===== src/design/mbp_pkg.sv =====
// Shared types and constants for the MSB-first bit packer.
`default_nettype none
package mbp_pkg;

   localparam int MAX_FIELD_BITS = 32;
   localparam int FIELD_LIMIT    = (MAX_FIELD_BITS > 32) ? 32 : MAX_FIELD_BITS;
   localparam int BYTE_BITS      = 8;
   localparam int QUEUE_DEPTH    = 2;

   localparam logic FUNC_APPEND = 1'b0;
   localparam logic FUNC_FLUSH  = 1'b1;

   typedef struct packed {
      logic        func;
      logic [31:0] field_value;
      logic [5:0]  bit_count;
   } req_type;

   typedef struct packed {
      logic [7:0] out_byte;
      logic       last_of_run;
   } rsp_type;

   // Bytes of one request, first byte in the top bits, and how many are valid.
   typedef struct packed {
      logic [31:0] word;
      logic [2:0]  nbytes;
   } entry_type;

   typedef struct packed {
      logic      valid;
      logic      full;
      entry_type data;
   } queue_status_type;

endpackage
`default_nettype wire


===== src/design/msb_first_bit_packer.sv =====
// Top level of the MSB-first bit packer: front end, queue and byte sender.
//
// Requests arrive on req_valid/req_ready with a req_data struct. An append request
// (func clear) adds the low bit_count bits of field_value, highest bit first, to a
// byte stream that fills each byte from bit 7 down; bit_count above 32 counts as 32
// and zero appends nothing. A flush request (func set) sends the pending partial byte
// padded with zeros, or nothing when no bits are pending.
// Bytes leave on rsp_valid/rsp_ready, one per cycle while the receiver is ready, and
// last_of_run marks the final byte of each request. A request that completes no byte
// gives no response. The front end takes one request per cycle while the two-entry
// queue has room. The byte sender drains one byte per cycle while the receiver is
// ready, so the sustained rate is one byte per cycle. The first byte of a request
// passes through the queue entry and then the sender's word register before it shows
// on rsp_valid. When the receiver stalls, the current byte holds and the queue fills;
// once it is full, req_ready drops until the sender frees an entry.
// Reset is synchronous and clears the pending bits, the queue and the sender.
`default_nettype none
module msb_first_bit_packer (
   input  wire logic             clock,
   input  wire logic             reset,
   input  wire logic             req_valid,
   output logic                  req_ready,
   input  wire mbp_pkg::req_type req_data,
   output logic                  rsp_valid,
   input  wire logic             rsp_ready,
   output mbp_pkg::rsp_type      rsp_data
);

   mbp_pkg::entry_type        q_entry;
   mbp_pkg::queue_status_type q_status;
   logic                      q_push;
   logic                      q_pop;

   // Merges each request with the leftover bits and forms the bytes it completes.
   mbp_front u_front (
      .clock     (clock),
      .reset     (reset),
      .req_valid (req_valid),
      .req_ready (req_ready),
      .req_data  (req_data),
      .q_full    (q_status.full),
      .q_push    (q_push),
      .q_entry   (q_entry)
   );

   // Decouples request acceptance from byte output.
   mbp_queue u_queue (
      .clock     (clock),
      .reset     (reset),
      .push      (q_push),
      .push_data (q_entry),
      .pop       (q_pop),
      .status    (q_status)
   );

   // Sends the queued bytes in stream order.
   mbp_back u_back (
      .clock     (clock),
      .reset     (reset),
      .q_status  (q_status),
      .q_pop     (q_pop),
      .rsp_valid (rsp_valid),
      .rsp_ready (rsp_ready),
      .rsp_data  (rsp_data)
   );

endmodule
`default_nettype wire


===== src/design/mbp_front.sv =====
// Front end: merges each request with the pending bits and forms its output bytes.
`default_nettype none
module mbp_front (
   input  wire logic              clock,
   input  wire logic              reset,
   input  wire logic              req_valid,
   output logic                   req_ready,
   input  wire mbp_pkg::req_type  req_data,
   input  wire logic              q_full,
   output logic                   q_push,
   output mbp_pkg::entry_type     q_entry
);

   localparam logic [5:0] LIMIT = 6'(mbp_pkg::FIELD_LIMIT);

   logic [6:0]  pend_bits_ff, pend_bits_in;
   logic [2:0]  pend_cnt_ff, pend_cnt_in;
   logic [5:0]  n_sat;
   logic [31:0] value_masked;
   logic [38:0] combined;
   logic [38:0] aligned;
   logic [5:0]  total;
   logic [2:0]  rem;
   logic [2:0]  nbytes;
   logic [7:0]  rem_mask;
   logic [7:0]  flush_byte;
   logic        accept;

   assign req_ready = !q_full;
   assign accept    = req_valid && req_ready;

   always_comb begin
      n_sat        = (req_data.bit_count > LIMIT) ? LIMIT : req_data.bit_count;
      value_masked = (n_sat == 6'd0) ? 32'd0
                   : (req_data.field_value & (32'hFFFF_FFFF >> (6'd32 - n_sat)));
      combined     = ({32'd0, pend_bits_ff} << n_sat) | {7'd0, value_masked};
      total        = {3'd0, pend_cnt_ff} + n_sat;
      rem          = total[2:0];
      nbytes       = total[5:3];
      aligned      = combined >> rem;
      rem_mask     = (8'd1 << rem) - 8'd1;
      flush_byte   = {1'b0, pend_bits_ff} << (4'd8 - {1'b0, pend_cnt_ff});

      if (req_data.func == mbp_pkg::FUNC_FLUSH) begin
         q_entry.word   = {flush_byte, 24'd0};
         q_entry.nbytes = (pend_cnt_ff != 3'd0) ? 3'd1 : 3'd0;
         pend_bits_in   = 7'd0;
         pend_cnt_in    = 3'd0;
      end else begin
         q_entry.word   = aligned[31:0] << {3'd4 - nbytes, 3'b000};
         q_entry.nbytes = nbytes;
         pend_bits_in   = combined[6:0] & rem_mask[6:0];
         pend_cnt_in    = rem;
      end
      q_push = accept && (q_entry.nbytes != 3'd0);
   end

   always_ff @(posedge clock) begin
      if (reset) begin
         pend_bits_ff <= 7'd0;
         pend_cnt_ff  <= 3'd0;
      end else if (accept) begin
         pend_bits_ff <= pend_bits_in;
         pend_cnt_ff  <= pend_cnt_in;
      end
   end

   a_flush_clears: assert property (@(posedge clock) disable iff (reset)
      accept && req_data.func == mbp_pkg::FUNC_FLUSH |=> pend_cnt_ff == 3'd0)
      else $error("pending bits survived a flush");

   a_push_count: assert property (@(posedge clock) disable iff (reset)
      q_push |-> q_entry.nbytes >= 3'd1 && q_entry.nbytes <= 3'd4)
      else $error("queued byte count out of range");

   a_unused_low_zero: assert property (@(posedge clock) disable iff (reset)
      (pend_bits_ff & ~((7'd1 << pend_cnt_ff) - 7'd1)) == 7'd0)
      else $error("stale bits above the pending count");

endmodule
`default_nettype wire


===== src/design/mbp_queue.sv =====
// Two-entry queue between the front end and the byte sender.
`default_nettype none
module mbp_queue (
   input  wire logic                 clock,
   input  wire logic                 reset,
   input  wire logic                 push,
   input  wire mbp_pkg::entry_type   push_data,
   input  wire logic                 pop,
   output mbp_pkg::queue_status_type status
);

   mbp_pkg::entry_type mem_ff [mbp_pkg::QUEUE_DEPTH];
   logic       wr_ptr_ff, wr_ptr_in;
   logic       rd_ptr_ff, rd_ptr_in;
   logic [1:0] count_ff, count_in;

   always_comb begin
      wr_ptr_in = push ? !wr_ptr_ff : wr_ptr_ff;
      rd_ptr_in = pop  ? !rd_ptr_ff : rd_ptr_ff;
      count_in  = count_ff + {1'b0, push} - {1'b0, pop};
      status.valid = count_ff != 2'd0;
      status.full  = count_ff == 2'(mbp_pkg::QUEUE_DEPTH);
      status.data  = mem_ff[rd_ptr_ff];
   end

   always_ff @(posedge clock) begin
      if (reset) begin
         wr_ptr_ff <= 1'b0;
         rd_ptr_ff <= 1'b0;
         count_ff  <= 2'd0;
      end else begin
         wr_ptr_ff <= wr_ptr_in;
         rd_ptr_ff <= rd_ptr_in;
         count_ff  <= count_in;
      end
   end

   always_ff @(posedge clock) begin
      if (push) begin
         mem_ff[wr_ptr_ff] <= push_data;
      end
   end

   a_no_overflow: assert property (@(posedge clock) disable iff (reset)
      push |-> !status.full || pop)
      else $error("push into a full queue");

   a_no_underflow: assert property (@(posedge clock) disable iff (reset)
      pop |-> status.valid)
      else $error("pop from an empty queue");

   a_count_range: assert property (@(posedge clock) disable iff (reset)
      count_ff <= 2'(mbp_pkg::QUEUE_DEPTH))
      else $error("queue count out of range");

endmodule
`default_nettype wire


===== src/design/mbp_back.sv =====
// Back end: sends queued bytes one per ready cycle and marks the last of each request.
`default_nettype none
module mbp_back (
   input  wire logic                     clock,
   input  wire logic                     reset,
   input  wire mbp_pkg::queue_status_type q_status,
   output logic                          q_pop,
   output logic                          rsp_valid,
   input  wire logic                     rsp_ready,
   output mbp_pkg::rsp_type              rsp_data
);

   logic [31:0] word_ff, word_in;
   logic [2:0]  remain_ff, remain_in;
   logic        take;

   always_comb begin
      rsp_valid            = remain_ff != 3'd0;
      rsp_data.out_byte    = word_ff[31:24];
      rsp_data.last_of_run = remain_ff == 3'd1;
      take  = rsp_valid && rsp_ready;
      q_pop = q_status.valid && ((remain_ff == 3'd0) || (remain_ff == 3'd1 && take));
      word_in   = word_ff;
      remain_in = remain_ff;
      if (q_pop) begin
         word_in   = q_status.data.word;
         remain_in = q_status.data.nbytes;
      end else if (take) begin
         word_in   = {word_ff[23:0], 8'd0};
         remain_in = remain_ff - 3'd1;
      end
   end

   always_ff @(posedge clock) begin
      if (reset) begin
         remain_ff <= 3'd0;
      end else begin
         remain_ff <= remain_in;
      end
      word_ff <= word_in;
   end

   a_load_nonempty: assert property (@(posedge clock) disable iff (reset)
      q_pop |=> remain_ff != 3'd0)
      else $error("loaded an entry without bytes");

   a_no_drop: assert property (@(posedge clock) disable iff (reset)
      q_pop |-> remain_ff == 3'd0 || take)
      else $error("entry loaded over unsent bytes");

   a_remain_range: assert property (@(posedge clock) disable iff (reset)
      remain_ff <= 3'd4)
      else $error("byte count out of range");

endmodule
`default_nettype wire

===== config.mk =====
export PLATFORM = sky130hd
export DESIGN_NAME = msb_first_bit_packer
export DESIGN_NICKNAME = d
export VERILOG_FILES = /design/src/design/mbp_pkg.sv /design/src/design/msb_first_bit_packer.sv /design/src/design/mbp_front.sv /design/src/design/mbp_queue.sv /design/src/design/mbp_back.sv
export SDC_FILE = /design/constraint.sdc
export NUM_CORES = 1
export LEC_CHECK = 0
export BUFFER_PORTS_ARGS = -buffer_cell sky130_fd_sc_hd__buf_2
export CAP_MARGIN = 20
export CORE_AREA = 2 2 124 247
export DETAILED_ROUTE_END_ITERATION = 7
export DIE_AREA = 0 0 126 249
export SYNTH_ARGS = -nofsm -noshare
export SYNTH_HDL_FRONTEND = slang
export SYNTH_SLANG_ARGS = --single-unit

===== constraint.sdc =====
create_clock -name clock -period 4.9 [get_ports clock]
set_clock_uncertainty 0.1 [all_clocks]
set_input_delay 0.49 -clock clock [delete_from_list [all_inputs] [get_ports clock]]
set_output_delay 0.49 -clock clock [all_outputs]
set_load 0.005 [all_outputs]

Word-level counts from Yosys, hierarchy flattened

Memories as Yosys holds them, arrays and structs flattened. A register that Yosys moved wholly into a read port is not among the register bits.
Cells that the tools add are included.

Eq/ne operators: 2
Mux-type cells: 14
Shift operators: 6
Bitwise gates (word level): 3
Reductions and logical operators: 16
Magnitude comparators: 1
$add $sub $neg: 8

Operators with widths:

| kind                                                                 | count |
|---|---|
| 32-bit 2-to-1 mux                                                    | 3 |
| 39-bit by 32-bit bitwise OR with 39-bit output                       | 1 |
| 7-bit by 6-bit << shifter with 39-bit output                         | 1 |
| 39-bit by 3-bit right shift with 32-bit output                       | 1 |
| 35-bit 2-to-1 mux                                                    | 1 |
| 32-bit bitwise AND                                                   | 1 |
| 32-bit by 6-bit << shifter with 32-bit output                        | 1 |
| 32-bit by 6-bit right shift with 32-bit output, first input constant | 1 |
| 3-bit 2-to-1 mux                                                     | 3 |
| 3-bit nonzero test                                                   | 3 |
| 7-bit by 4-bit << shifter with 8-bit output                          | 1 |
| 7-bit bitwise AND                                                    | 1 |
| 7-bit 2-to-1 mux                                                     | 1 |
| 1-bit by 3-bit << shifter with 7-bit output, first input constant    | 1 |
| 7-bit by 1-bit subtractor with 7-bit output, second input constant   | 1 |
| 3-bit by 6-bit adder with 6-bit output                               | 1 |
| 6-bit > comparator, second input constant                            | 1 |
| 6-bit logical NOT                                                    | 1 |
| 6-bit 2-to-1 mux                                                     | 1 |
| 6-bit subtractor, first input constant                               | 1 |
| 1-bit logical AND                                                    | 5 |
| 1-bit 2-to-1 mux                                                     | 5 |
| 2-bit nonzero test                                                   | 2 |
| 4-bit by 3-bit subtractor with 4-bit output, first input constant    | 1 |
| other kinds (9)                                                      | 11 |

Logic and storage cells: 58
Memories: 1
Bits in registers: 49
Bits in writable memories: 70

Memory list:

| name           | depth | bits a word | rd ports | clocked after memory_dff | write ports | RTL line        | text |
|---|---|---|---|---|---|---|---|
| u_queue.mem_ff | 2     | 35          | 1        | 1                        | 1           | mbp_queue.sv:12 | `mbp_pkg::entry_type mem_ff [mbp_pkg::QUEUE_DEPTH];` |

Logic depth before layout (Yosys ltp)

Depth after elaboration: 14
Depth in mapped cells: 19

Hierarchy

Synthesis repeated with hierarchy kept, for this count alone.

Cells, all modules: 1011
Area, all modules: 9718.1 µm²

By module, submodules not included:

| module    | area each (µm²) | sequential area each (µm²) | times used | cells each |
|---|---|---|---|---|
| mbp_front | 5173.7          | 200.2                      | 1          | 777 |
| mbp_queue | 2899.0          | 2202.1                     | 1          | 130 |
| mbp_back  | 1645.3          | 1021.0                     | 1          | 104 |

Least setup slack after synthesis

Ideal clock, no wire load.

Path kind: input to register
Start: input port req_data[1] (netlist name)
End: memory u_queue.mem_ff[0][0] (netlist name) (enable)
Stages: 11
Setup time: 0.471 ns
Setup slack: -0.494 ns
Arrival: 4.824 ns
Cells stage by stage: buf_2 -> and2b_1 -> ha_1 -> a31o_2 -> a21oi_1 -> xor2_1 -> inv_1 -> buf_2 -> mux2i_1 -> nor3_1 -> nor3_1

RTL lines:

| what        | RTL line                   | text |
|---|---|---|
| from (decl) | msb_first_bit_packer.sv:23 | `input wire mbp_pkg::req_type req_data,` |
| to (decl)   | mbp_queue.sv:12            |  |

==> reports/results.ini <==
[die]
die_x_microns=126
core-area_sq_um=29400
rows=89
fp.dieArea_sq_um=31400
start_util=0.297
die_y_microns=249
pin_count=54

[place]
port_buffers=53
globalplace.congestion=1.02
placed_cells=1329
dpl.hpwl_mm=25.7
dp_slack_ns=0.309

[clock_network]
cts_resized=0
cts_inserted_buffers=17
cts.path.max_buffers=2
insertion_delay_ns=0.42
clock-root-buffer=clkbuf_16
cts_setup_buffers=0
tritoncts=yes
clock-sinks=120
path_clk_slew_ns=0.06
h-tree-depth=4
hold_buffers=0

[grt]
antenna_found_initial=0
overflow=0
gr-usage-all-layers=0.207
grt_max_degree=62
grt_pass1_wl_mm=48.8
grt_pass1_vias=7972

[cells_and_area]
mostFrequentLayoutCell=nand2_1
final_cells=1362
final_cell_mix=nand2_1 (109), edfxtp_1 (102), mux2i_1 (84), nor2_1 (79)
fin_nets=1044
drive_above_1_share=0.187
areaGrowthSynthToFinish_pct=15.5
post-route-util=0.343

[worst_setup_path]
cp_slowest_cell=a221oi_2
rrSetupSlack_ns=0.80
cp.depth=15
crit_end=u_queue.mem_ff[1][32]$_DFFE_PP_
rr_startpoint=u_front.pend_bits_ff[4]$_SDFFE_PP0P_
critPathMaxFanout=16
end_kind=flip-flop
path_buf_inv=4
arrival_ns=4.28
rr_worst_depth=9
critPathLaunchType=primary input
crit_chain=buf_2 > and2b_1 > clkinv_1 > ha_1 > inv_1 > ha_1 > buf_4 > nand2b_1 > o211a_1 > a211oi_2 > mux2i_1 > mux2i_1 > mux2i_1 > a221oi_2 > o211ai_1
crit_start=req_data[5]
cp.required_ns=4.91
r2r_end=u_queue.mem_ff[1][32]$_DFFE_PP_
max_stage_delay_ns=0.53
crit_type=primary input to flip-flop
crit_path_frequent_cell=mux2i_1
crit_family=compound AO/OA/AOI/OAI gates

[sta]
worstMarginPinSlew_ns=0.932
drv_slew=0
hold_violations=0
max-slew-margin-rel=0.379
setup_ws_ns=0.630
fin_hold_ws_ns=0.293
setup_viol=0
timing.final.crit_share=0.871
max_clock_freq_mhz=234
tns_ns=0
rsz0062_at_grt=no
fin_crit_ns=4.27

[synth]
netlist_instances=944
synth-compound-area-share=0.217
synth_top_family_by_area=compound AO/OA/AOI/OAI gates
synthAdderAreaFrac=0.0252
ys_types=90
syn_nets=1004
syn_avg_cell_area_sq_um=9.26
ys_seq_area_frac=0.392
yosys_warnings=0
ys.flop_type=edfxtp_1
synth.cell_area_sq_um=8740
ys_ff_latch=120
synth_mux_area_frac=0.121
async_flop_share=0
synth_edf_count=102
synth-simple-area-share=0.173
synthXorXnorAreaFrac=0.0149

[power]
leakage_nw=3.65
powerDensity_nw_per_um2=430
peakVddDrop_mv=0.243

[flow_run]
max_cap_violations=0

[worst_hold_path]
hold_path_class=primary input to flip-flop

[detailed_routing]
dr.pass1.iters=5
drtIter0Drc=549
drc=0
wl_per_cell_microns=24.2
drtAntennaViolNets=0
vias=7935
wl_mm=33.0
avgViaCountPerCell=5.83

[outcome]
status=complete, no violations

==> how the worst min path moves through the flow <==
stage                                           from                                to  slack [ns]  cells after the start
global route                               rsp_ready  u_back.remain_ff[2]$_SDFFE_PP0P_        0.31                      4
CTS                                        rsp_ready  u_back.remain_ff[2]$_SDFFE_PP0P_        0.28                      4
finish                                     rsp_ready  u_back.remain_ff[2]$_SDFFE_PP0P_        0.29                      4
floorplan           u_back.remain_ff[1]$_SDFFE_PP0P_  u_back.remain_ff[1]$_SDFFE_PP0P_        0.34                      2
global placement    u_back.remain_ff[1]$_SDFFE_PP0P_  u_back.remain_ff[1]$_SDFFE_PP0P_        0.34                      2
detailed placement  u_back.remain_ff[1]$_SDFFE_PP0P_  u_back.remain_ff[1]$_SDFFE_PP0P_        0.35                      2
==> worst min-delay path, delay by kind of cell <==
kind,cells,cell delay (ns)
buffers and inverters,2,0.16
and+or+nand+nor,1,0.08
AOI/OAI and AO/OA,1,0.05
==> cell families after synthesis <==
| group | Yosys count |
|---|---|
| AO/OA/AOI/OAI | 274 |
| XOR/XNOR | 14 |
| adder cells (fa/ha/maj) | 17 |
| buffers and inverters | 108 |
| flip-flops | 120 |
| multiplexers | 101 |
| AND/OR/NAND/NOR | 310 |
==> through the flow <==
step / cell area, sq um / total power [W]
after detailed placement: 9490 / 0.00314
after global routing: 10100 / 0.00460
after floorplan: 8750 / 0.00269
after CTS: 10100 / 0.00438
final: 10100 / 0.00434
after global placement: 9490 / 0.00312
==> per-layer routing <==
metal  wire length (microns)  part of all wire  global-route usage  up-vias
met2                   17700              0.53               0.388      316
met4                    3610              0.11               0.193        0
met1                   10700              0.32               0.187     3819
met5                       0                 0                   0        -
met3                    1080             0.033              0.0256      135
li1                        -                 -                   -     3665
==> registers in the layout, indices dropped and copies added, names as in the netlist, named ones only <==
name,cells
u_front.pend_bits_ff,7
u_front.pend_cnt_ff,3
u_back.word_ff,32
u_back.remain_ff,3
u_queue.count_ff,2
u_queue.rd_ptr_ff,1
u_queue.mem_ff,70
u_queue.wr_ptr_ff,1
==> synth_stat cells, drive strengths merged (6+ instances only) <==
| cell type | n | share of area |
|---|---|---|
| edfxtp | 102 | 0.35 |
| mux2 | 15 | 0.019 |
| buf | 43 | 0.029 |
| a211oi | 19 | 0.019 |
| inv | 22 | 0.0094 |
| o22ai | 21 | 0.015 |
| nand3 | 22 | 0.013 |
| o211ai | 8 | 0.0069 |
| mux2i | 84 | 0.096 |
| a221oi | 6 | 0.0067 |
| nor2b | 10 | 0.0072 |
| nor2 | 81 | 0.035 |
| o221ai | 6 | 0.0060 |
| nand2 | 109 | 0.047 |
| xnor2 | 11 | 0.012 |
| nor3 | 22 | 0.014 |
| and2 | 11 | 0.0079 |
| a21oi | 45 | 0.026 |
| clkbuf | 41 | 0.018 |
| dfxtp | 18 | 0.041 |
| ha | 16 | 0.023 |
| a32o | 6 | 0.0069 |
| nor4 | 7 | 0.0057 |
| a32oi | 15 | 0.015 |
| nand2b | 9 | 0.0064 |
| o31ai | 8 | 0.0069 |
| a22oi | 12 | 0.010 |
| o21ai | 63 | 0.036 |
| a31oi | 13 | 0.0093 |
==> power breakdown <==
part / internal, W / switching (W)
sequential: 0.00148 / 0.0000703
clock: 0.000769 / 0.000459
combinational: 0.000540 / 0.00102
total: 0.00279 / 0.00155
==> cell type report <==
cell class | instances | area (sq um)
sequential | 120 | 3420
tap | 364 | 455
antenna | 1 | 2.50
clock inverter | 10 | 73.8
multi-input combinational | 716 | 4850
inverter | 24 | 90.1
fill | 3095 | 19300
clock buffer | 22 | 528
timing repair buffer | 105 | 668
No activity file was read; power rests on OpenSTA's default activity.
